`config.mk`:
```
export PLATFORM = sky130hd
export DESIGN_NAME = ascii_key_value_frame_decoder
export DESIGN_NICKNAME = d
export VERILOG_FILES = /design/src/rtl/akvfd_pkg.sv /design/src/rtl/akvfd_fifo.sv /design/src/rtl/akvfd_front.sv /design/src/rtl/akvfd_back.sv /design/src/rtl/ascii_key_value_frame_decoder.sv
export SDC_FILE = /design/constraint.sdc
export NUM_CORES = 1
export LEC_CHECK = 0
export BUFFER_PORTS_ARGS = -buffer_cell sky130_fd_sc_hd__clkbuf_2
export CAP_MARGIN = 20
export CORE_AREA = 2 2 128 130
export DETAILED_ROUTE_END_ITERATION = 7
export DIE_AREA = 0 0 130 132
export PLACE_DENSITY_LB_ADDON = 0.08
export RECOVER_POWER = 50
export SETUP_SLACK_MARGIN = 0.02
export SYNTH_ARGS = -nofsm -noshare
export SYNTH_HDL_FRONTEND = slang
export SYNTH_SLANG_ARGS = --single-unit
```
`constraint.sdc`:
```
create_clock -name i_clk -period 6.4 [get_ports i_clk]
set_input_delay 0.64 -clock i_clk [delete_from_list [all_inputs] [get_ports i_clk]]
set_output_delay 0.64 -clock i_clk [all_outputs]
set_load 0.005 [all_outputs]
```
`src/rtl/akvfd_pkg.sv`:
```
`default_nettype none

package akvfd_pkg;

    localparam logic [7:0] CH_START = 8'h40;
    localparam logic [7:0] CH_BAR   = 8'h7C;
    localparam logic [7:0] CH_CR    = 8'h0D;
    localparam logic [7:0] CH_LF    = 8'h0A;
    localparam logic [7:0] CH_PLUS  = 8'h2B;
    localparam logic [7:0] CH_MINUS = 8'h2D;
    localparam logic [7:0] CH_ZERO  = 8'h30;
    localparam logic [7:0] CH_NINE  = 8'h39;
    localparam logic [7:0] CH_SPACE = 8'h20;
    localparam logic [7:0] CH_TAB   = 8'h09;

    localparam int BODY_NUM_START = 3;

    localparam int QUEUE_DEPTH = 2;

    typedef struct packed {
        logic [7:0] ch;
        logic       is_start;
        logic       is_bar;
        logic       is_cr;
        logic       is_lf;
        logic       is_digit;
        logic       is_space;
        logic       is_minus;
        logic       is_plus;
    } t_cls;

    typedef struct packed {
        logic [7:0]         key;
        logic signed [31:0] value;
        logic               ok;
    } t_res;

    typedef enum logic [3:0] {
        FR_HUNT = 4'b0001,
        FR_BODY = 4'b0010,
        FR_BAR  = 4'b0100,
        FR_CR   = 4'b1000
    } t_frame_ph;

    typedef enum logic [3:0] {
        NUM_WS     = 4'b0001,
        NUM_SIGN   = 4'b0010,
        NUM_DIGITS = 4'b0100,
        NUM_DONE   = 4'b1000
    } t_num_ph;

endpackage

`default_nettype wire

```
`src/rtl/akvfd_fifo.sv`:
```
`default_nettype none

module akvfd_fifo #(
    parameter type T = logic [7:0]
) (
    input  wire  i_clk,
    input  wire  i_rst_n,
    input  wire  i_push,
    input  T     i_data,
    output logic o_full,
    input  wire  i_pop,
    output logic o_empty,
    output T     o_data
);
    import akvfd_pkg::*;

    localparam int AW = (QUEUE_DEPTH > 1) ? $clog2(QUEUE_DEPTH) : 1;
    localparam int CW = $clog2(QUEUE_DEPTH + 1);

    T                r_mem [QUEUE_DEPTH];
    logic [AW-1:0]   r_wptr;
    logic [AW-1:0]   r_rptr;
    logic [CW-1:0]   r_count;
    logic            do_push;
    logic            do_pop;

    assign o_full  = (r_count == CW'(QUEUE_DEPTH));
    assign o_empty = (r_count == '0);
    assign o_data  = r_mem[r_rptr];
    assign do_push = i_push & ~o_full;
    assign do_pop  = i_pop & ~o_empty;

    function automatic logic [AW-1:0] ptr_inc(input logic [AW-1:0] p);
        logic [AW-1:0] r;
        if (p == AW'(QUEUE_DEPTH - 1)) begin
            r = '0;
        end else begin
            r = p + AW'(1);
        end
        return r;
    endfunction

    always_ff @(posedge i_clk) begin
        if (do_push) begin
            r_mem[r_wptr] <= i_data;
        end
    end

    always_ff @(posedge i_clk) begin
        if (!i_rst_n) begin
            r_wptr  <= '0;
            r_rptr  <= '0;
            r_count <= '0;
        end else begin
            if (do_push) begin
                r_wptr <= ptr_inc(r_wptr);
            end
            if (do_pop) begin
                r_rptr <= ptr_inc(r_rptr);
            end
            if (do_push && !do_pop) begin
                r_count <= r_count + CW'(1);
            end else if (do_pop && !do_push) begin
                r_count <= r_count - CW'(1);
            end
        end
    end

endmodule

`default_nettype wire

```
`src/rtl/akvfd_front.sv`:
```
`default_nettype none

module akvfd_front (
    input  wire              i_clk,
    input  wire              i_rst_n,
    input  wire              i_push,
    input  wire  [7:0]       i_rx_byte,
    output logic             o_full,
    input  wire              i_pop,
    output logic             o_valid,
    output akvfd_pkg::t_cls  o_cls
);
    import akvfd_pkg::*;

    t_cls cls;
    logic empty;

    always_comb begin
        cls.ch       = i_rx_byte;
        cls.is_start = (i_rx_byte == CH_START);
        cls.is_bar   = (i_rx_byte == CH_BAR);
        cls.is_cr    = (i_rx_byte == CH_CR);
        cls.is_lf    = (i_rx_byte == CH_LF);
        cls.is_digit = (i_rx_byte inside {[CH_ZERO:CH_NINE]});
        cls.is_space = (i_rx_byte inside {CH_SPACE, [CH_TAB:CH_CR]});
        cls.is_minus = (i_rx_byte == CH_MINUS);
        cls.is_plus  = (i_rx_byte == CH_PLUS);
    end

    akvfd_fifo #(.T(t_cls)) u_queue (
        .i_clk   (i_clk),
        .i_rst_n (i_rst_n),
        .i_push  (i_push),
        .i_data  (cls),
        .o_full  (o_full),
        .i_pop   (i_pop),
        .o_empty (empty),
        .o_data  (o_cls)
    );

    assign o_valid = ~empty;

endmodule

`default_nettype wire

```
`src/rtl/akvfd_back.sv`:
```
`default_nettype none

module akvfd_back (
    input  wire              i_clk,
    input  wire              i_rst_n,
    input  wire              i_valid,
    input  akvfd_pkg::t_cls  i_cls,
    output logic             o_pop,
    input  wire              i_pop,
    output logic             o_empty,
    output akvfd_pkg::t_res  o_res
);
    import akvfd_pkg::*;

    t_frame_ph    r_frame, n_frame;
    t_num_ph      r_num, n_num;
    logic [1:0]   r_pos, n_pos;
    logic [7:0]   r_key, n_key;
    logic         r_neg, n_neg;
    logic         r_seen, n_seen;
    logic [31:0]  r_acc, n_acc;

    logic         res_full;
    logic         go;
    logic         emit;
    t_res         res;
    logic [31:0]  acc_next;
    logic [31:0]  mag;

    assign go       = i_valid & ~res_full;
    assign o_pop    = go;
    assign acc_next = {r_acc[28:0], 3'b000} + {r_acc[30:0], 1'b0} + {28'd0, i_cls.ch[3:0]};
    assign mag      = r_neg ? (32'd0 - r_acc) : r_acc;

    always_comb begin
        res.key   = r_key;
        res.value = r_seen ? $signed(mag) : 32'sd0;
        res.ok    = r_seen;
    end

    always_comb begin
        n_frame = r_frame;
        n_num   = r_num;
        n_pos   = r_pos;
        n_key   = r_key;
        n_neg   = r_neg;
        n_seen  = r_seen;
        n_acc   = r_acc;
        emit    = 1'b0;
        if (go) begin
            if (i_cls.is_start) begin
                n_frame = FR_BODY;
                n_num   = NUM_WS;
                n_pos   = 2'd0;
                n_key   = 8'd0;
                n_neg   = 1'b0;
                n_seen  = 1'b0;
                n_acc   = 32'd0;
            end else begin
                case (r_frame)
                    FR_HUNT: begin
                    end
                    FR_BODY: begin
                        if (i_cls.is_bar) begin
                            n_frame = FR_BAR;
                        end else if (r_pos == 2'd0) begin
                            n_key = i_cls.ch;
                            n_pos = 2'd1;
                        end else if (r_pos == 2'd1) begin
                            n_pos = 2'(BODY_NUM_START - 1);
                        end else if (r_num != NUM_DONE) begin
                            if (i_cls.is_digit) begin
                                n_acc  = acc_next;
                                n_seen = 1'b1;
                                n_num  = NUM_DIGITS;
                            end else if (r_num == NUM_WS && i_cls.is_space) begin
                            end else if (r_num == NUM_WS && (i_cls.is_minus || i_cls.is_plus)) begin
                                n_neg = i_cls.is_minus;
                                n_num = NUM_SIGN;
                            end else begin
                                n_num = NUM_DONE;
                            end
                        end
                    end
                    FR_BAR: begin
                        if (i_cls.is_cr) begin
                            n_frame = FR_CR;
                        end else begin
                            n_frame = FR_HUNT;
                            n_num   = NUM_WS;
                            n_pos   = 2'd0;
                            n_key   = 8'd0;
                            n_neg   = 1'b0;
                            n_seen  = 1'b0;
                            n_acc   = 32'd0;
                        end
                    end
                    FR_CR: begin
                        emit    = i_cls.is_lf;
                        n_frame = FR_HUNT;
                        n_num   = NUM_WS;
                        n_pos   = 2'd0;
                        n_key   = 8'd0;
                        n_neg   = 1'b0;
                        n_seen  = 1'b0;
                        n_acc   = 32'd0;
                    end
                    default: begin
                        n_frame = FR_HUNT;
                    end
                endcase
            end
        end
    end

    always_ff @(posedge i_clk) begin
        if (!i_rst_n) begin
            r_frame <= FR_HUNT;
            r_num   <= NUM_WS;
            r_pos   <= 2'd0;
            r_key   <= 8'd0;
            r_neg   <= 1'b0;
            r_seen  <= 1'b0;
            r_acc   <= 32'd0;
        end else begin
            r_frame <= n_frame;
            r_num   <= n_num;
            r_pos   <= n_pos;
            r_key   <= n_key;
            r_neg   <= n_neg;
            r_seen  <= n_seen;
            r_acc   <= n_acc;
        end
    end

    akvfd_fifo #(.T(t_res)) u_result_q (
        .i_clk   (i_clk),
        .i_rst_n (i_rst_n),
        .i_push  (emit),
        .i_data  (res),
        .o_full  (res_full),
        .i_pop   (i_pop),
        .o_empty (o_empty),
        .o_data  (o_res)
    );

endmodule

`default_nettype wire

```
`src/rtl/ascii_key_value_frame_decoder.sv`:
```
// ASCII key/value frame decoder.
// Input channel: a byte on i_rx_byte transfers on a rising edge with push high
// and full low. Frames are '@', key, one ignored byte, an optional signed
// decimal number, '|', CR, LF. A '@' restarts the frame at any point.
// Result channel: while empty is low, o_msg_key, o_msg_value and o_decode_ok
// hold the oldest result; it transfers on an edge with pop high and empty low.
// One result is made per LF that closes a valid frame; o_decode_ok is 1 when
// at least one digit was parsed, else o_msg_value is 0. The value wraps mod 2^32.
// Throughput: one byte per cycle while the result queue has room. Bytes go
// through a two-entry classify queue; the parse stage consumes one byte per
// cycle (one times-ten accumulate) unless the result queue is full, and
// results go through a two-entry result queue. A result is written into
// the result queue when the parse stage pops its LF from the classify queue.
// Stalls: if pop stays low the result queue fills, the parse stage stops, then
// the input queue fills and full rises; nothing is lost.
// Reset (i_rst_n low at an edge) empties both queues and returns to hunting.
`default_nettype none

module ascii_key_value_frame_decoder (
    input  wire                i_clk,
    input  wire                i_rst_n,
    input  wire                push,
    input  wire  [7:0]         i_rx_byte,
    output logic               full,
    input  wire                pop,
    output logic               empty,
    output logic [7:0]         o_msg_key,
    output logic signed [31:0] o_msg_value,
    output logic               o_decode_ok
);
    import akvfd_pkg::*;

    logic cls_valid;
    logic cls_pop;
    t_cls cls;
    t_res res;

    akvfd_front u_front (
        .i_clk     (i_clk),
        .i_rst_n   (i_rst_n),
        .i_push    (push),
        .i_rx_byte (i_rx_byte),
        .o_full    (full),
        .i_pop     (cls_pop),
        .o_valid   (cls_valid),
        .o_cls     (cls)
    );

    akvfd_back u_back (
        .i_clk   (i_clk),
        .i_rst_n (i_rst_n),
        .i_valid (cls_valid),
        .i_cls   (cls),
        .o_pop   (cls_pop),
        .i_pop   (pop),
        .o_empty (empty),
        .o_res   (res)
    );

    assign o_msg_key   = res.key;
    assign o_msg_value = res.value;
    assign o_decode_ok = res.ok;

endmodule

`default_nettype wire
```
==> qor.txt <==
OUTCOME
-----------------------------------------------------------------------------------------
Run status                                                                   finished with violations
Violations in the final reports                                              capacitance limit, slew limit

YOSYS
-----------------------------------------------------------------------------------------
Post-synthesis sequential area ratio                                                49.6%
Ranking of synthesized cells by area                                         sky130_fd_sc_hd__edfxtp_1 36%, sky130_fd_sc_hd__dfxtp_1 13%, sky130_fd_sc_hd__ha_1 8.1%
Area of the mapped netlist                                                    0.00940 mm2
Number of unique standard cell types used by synthesis                                 64
Count of mapped cells out of synthesis                                                858
Most common cell in the netlist                                              sky130_fd_sc_hd__edfxtp_1
Syn_nets                                                                              933
Top cell type's share of synthesized area                                           36.4%
Most used standard cells in the synthesized netlist                          114 x sky130_fd_sc_hd__edfxtp_1, 85 x sky130_fd_sc_hd__nor2_1, 62 x sky130_fd_sc_hd__dfxtp_1
Mean instance size in the synthesized netlist                                    11.0 um2
Yosys warns                                                                             0
Primary FF master, synth                                                     sky130_fd_sc_hd__edfxtp_1
Cell taking the most area after synthesis                                    sky130_fd_sc_hd__edfxtp_1
EDFF count, synth                                                                     114
FF+latch count, synth                                                                 176
Proportion of register bits with asynchronous set or reset after synthesis             0%

CTS
-----------------------------------------------------------------------------------------
Number of gates resized after cts                                                       0
CTS Hold Bufs                                                                           0
Sinks on Clock Net                                                                    176
CTS tree                                                                            built
Clock slew at reported path FFs                                                     70 ps
Post-CTS setup buffer count                                                             0
Clock buffer count from CTS                                                            17
Clock latency on the worst-skew pair                                               420 ps
Cell at the root of the clock tree                                           sky130_fd_sc_hd__clkbuf_16
H-tree depth                                                                            4
Maximum number of buffers from clock root to sink                                       2

SETUP PATH
-----------------------------------------------------------------------------------------
Buffering stage count on the worst path with inverters included                         0
Family with the most delay on the worst path                                 compound AO/OA/AOI/OAI gates
Maximum fanout count along the critical path                                           19
Endpoint of the worst register-to-register path                              u_back.r_acc[22]
Series of cell instances along the critical path                             mux2_2, ha_1, ha_1, fa_1, a21o_1, a221oi_1, nor2_1, o21ai_1, o221ai_1, o41a_1, xor2_1, a22oi_1, nor2_1
Worst endpoint data arrival time                                                  4760 ps
R2R setup slack                                                                   1880 ps
Kind of end point of the critical path                                           register
Critical Path Max Stage Delay                                                      930 ps
Data required time of the critical path                                           6650 ps
Worst reg2reg path depth                                                               13
Setup CP Type                                                                  reg -> reg
Type of origin of the critical path                                              register
Slowest library cell on the worst path                                       sky130_fd_sc_hd__dfxtp_1

FLOORPLANNING
-----------------------------------------------------------------------------------------
Die Span Y                                                                         132 um
Initial cell density of the core                                                    59.8%
Site row count                                                                         46
Die ar.                                                                        0.0172 mm2
Overall die width                                                                  130 um
I/O pin cnt                                                                            55
Core region area                                                               0.0157 mm2

ROUTING
-----------------------------------------------------------------------------------------
Number of DRC markers after the initial detailed-route iteration                      485
Post-detailed-route DRC marker count                                                    0
Routed vias                                                                          6612
DR vias/cell                                                                         5.85
Final wirelength                                                                 19400 um
Detail Route Antenna Nets                                                               0
Routed wirelength normalized by instance count                                    17.2 um
1st-pass router iterations                                                              5

STA
-----------------------------------------------------------------------------------------
Rel. slew slack                                                                    -26.5%
Final Max Tran Viols                                                                   97
Transition time of the tightest slew-check pin                                    1890 ps
Final period utilization                                                            70.6%
Endpoints failing setup                                                                 0
Highest clock frequency the design can meet                                     0.221 GHz
Hold Fails Final Rpt                                                                    0
Shortest period the worst path allows                                             4520 ps
Setup TNS                                                                            0 ps
Worst Skew                                                                        7.33 ps
Unrepaired setup endpoints after global routing                                        no

MIN PATH
-----------------------------------------------------------------------------------------
Cell depth of the worst min-delay path                                                  2
Classification of the worst-slack hold path                                    reg -> reg
Beginning of the worst hold path                                             u_back.r_neg
End of the worst hold path                                                   u_back.r_neg

PLACE
-----------------------------------------------------------------------------------------
Dpl hpwl                                                                         13600 um
Routability cong.                                                                   0.899
Number of buffer cells added on primary ports                                          54

FINISH
-----------------------------------------------------------------------------------------
Core Util, Final                                                                    66.5%
Number of filler cells placed in the layout                                          1229
Layout overhead on the synthesized area                                             11.1%
Layout net count                                                                      977
Share of cells above drive strength 1                                               14.0%
Number of diodes added for antenna fixing                                               0

GLOBAL ROUTING
-----------------------------------------------------------------------------------------
Total grt overflow                                                                      0
Wire length of the first global-routing pass                                     31600 um
Largest net degree at the start of global routing                                      55
Overall Global Routing Usage                                                        23.2%
Number of global-route vias before repair                                            6469
Initial antenna violation count                                                         0

POWER AND IR DROP
-----------------------------------------------------------------------------------------
Worst VDD drop                                                                   0.211 mV
PwrDens                                                                        287 mW/mm2
Reported leakage power                                                            4.05 nW

RUN
-----------------------------------------------------------------------------------------
Reported max-cap violation count                                                        2

-- worst register-to-register path, stage by stage, from the launching register on --
cell and delay, ps:
sky130_fd_sc_hd__dfxtp_1 930, sky130_fd_sc_hd__mux2_2 450, sky130_fd_sc_hd__ha_1 280, sky130_fd_sc_hd__ha_1 240, sky130_fd_sc_hd__fa_1 420, sky130_fd_sc_hd__a21o_1 210, sky130_fd_sc_hd__a221oi_1 480, sky130_fd_sc_hd__nor2_1 90
sky130_fd_sc_hd__o21ai_1 300, sky130_fd_sc_hd__o221ai_1 190, sky130_fd_sc_hd__o41a_1 370, sky130_fd_sc_hd__xor2_1 150, sky130_fd_sc_hd__a22oi_1 170, sky130_fd_sc_hd__nor2_1 60
-- state kept, by name, summed over array words and instances (netlist names), 2 cells and up, named ones only --
register,cells
u_back.u_result_q.r_count,2
u_back.r_pos,2
u_back.r_acc,32
u_front.u_queue.r_mem,32
u_back.r_frame,4
u_back.r_num,4
u_back.u_result_q.r_mem,82
u_front.u_queue.r_count,2
u_back.r_key,8
-- per-stage QoR --
step / std cells / cell area [um2] / setup WS [ps] / total power, mW / hold slack, ps
floorplan: 858 / 9400 / 692 / 1.79 / 418
global placement: 1099 / 9860 / 1980 / 1.91 / 436
detailed placement: 1099 / 9860 / 1910 / 1.94 / 445
CTS: 1131 / 10500 / 1900 / 3.02 / 437
global route: 1131 / 10400 / 1570 / 3.13 / 488
finish: 1131 / 10400 / 1880 / 3.00 / 460
-- how the worst max path moves through the flow --
stage / endpoint / slack (ps) / cells after the start
floorplan: u_back.u_result_q.r_mem[0][0] / 690 / 4
global placement: u_back.r_acc[24] / 1980 / 13
detailed placement: u_back.r_acc[24] / 1910 / 13
CTS: u_back.r_acc[24] / 1900 / 13
global route: u_back.r_acc[22] / 1570 / 13
finish: u_back.r_acc[22] / 1880 / 13
-- layer usage --
layer / up-vias / GRT usage [%] / part of all wire, %
li1: 3234 / - / -
met1: 3185 / 31.8 / 48
met2: 171 / 36.8 / 46
met3: 22 / 4.22 / 4.5
met4: 0 / 8.36 / 1.5
met5: - / 0 / 0
-- cell type report --
type | instances | area (um2) | area share [%]
clock buffer | 17 | 425 | 4.07
clock inverter | 15 | 201 | 1.93
inverter | 21 | 78.8 | 0.755
multi-input combinational | 626 | 4520 | 43.3
sequential | 176 | 4660 | 44.7
tap | 216 | 270 | 2.59
timing repair buffer | 60 | 280 | 2.68
-- cell usage in the layout, fill, tap and decap left out, types with 8 or more instances in the layout --
cell type,netlist,final
sky130_fd_sc_hd__inv_1,19,20
sky130_fd_sc_hd__and2_0,0,20
sky130_fd_sc_hd__xor2_1,22,22
sky130_fd_sc_hd__or3_1,13,14
sky130_fd_sc_hd__o21ai_0,29,30
sky130_fd_sc_hd__mux2i_1,20,20
sky130_fd_sc_hd__dfxtp_1,62,62
sky130_fd_sc_hd__o31ai_1,9,9
sky130_fd_sc_hd__a21oi_1,49,49
sky130_fd_sc_hd__clkbuf_2,0,29
sky130_fd_sc_hd__a22oi_1,12,12
sky130_fd_sc_hd__ha_1,61,61
sky130_fd_sc_hd__mux2_2,48,48
sky130_fd_sc_hd__edfxtp_1,114,114
sky130_fd_sc_hd__clkbuf_1,26,24
sky130_fd_sc_hd__nor3_1,19,19
sky130_fd_sc_hd__and2_1,31,10
sky130_fd_sc_hd__xnor2_1,44,44
sky130_fd_sc_hd__nand3_1,17,17
sky130_fd_sc_hd__a21o_1,14,14
sky130_fd_sc_hd__nand2_1,48,48
sky130_fd_sc_hd__a31oi_1,8,8
sky130_fd_sc_hd__clkbuf_16,0,17
sky130_fd_sc_hd__nor2b_1,9,9
sky130_fd_sc_hd__nor2_1,85,85
-- report_power, final --
group / switching, mW / internal, mW
Clock: 0.459 / 0.630
Combinational: 0.340 / 0.203
Sequential: 0.0804 / 1.29
-- cells by family after synthesis --
group / share of synthesized area (%)
and+or+nand+nor: 14.1
DFF: 49.6
AOI/OAI and AO/OA: 11.4
muxes: 7.88
xor gates and xnor gates: 6.15
adders and majority gates: 8.55
buffers and inverters: 2.26
Note: power is estimated with default switching activity, not from simulation.
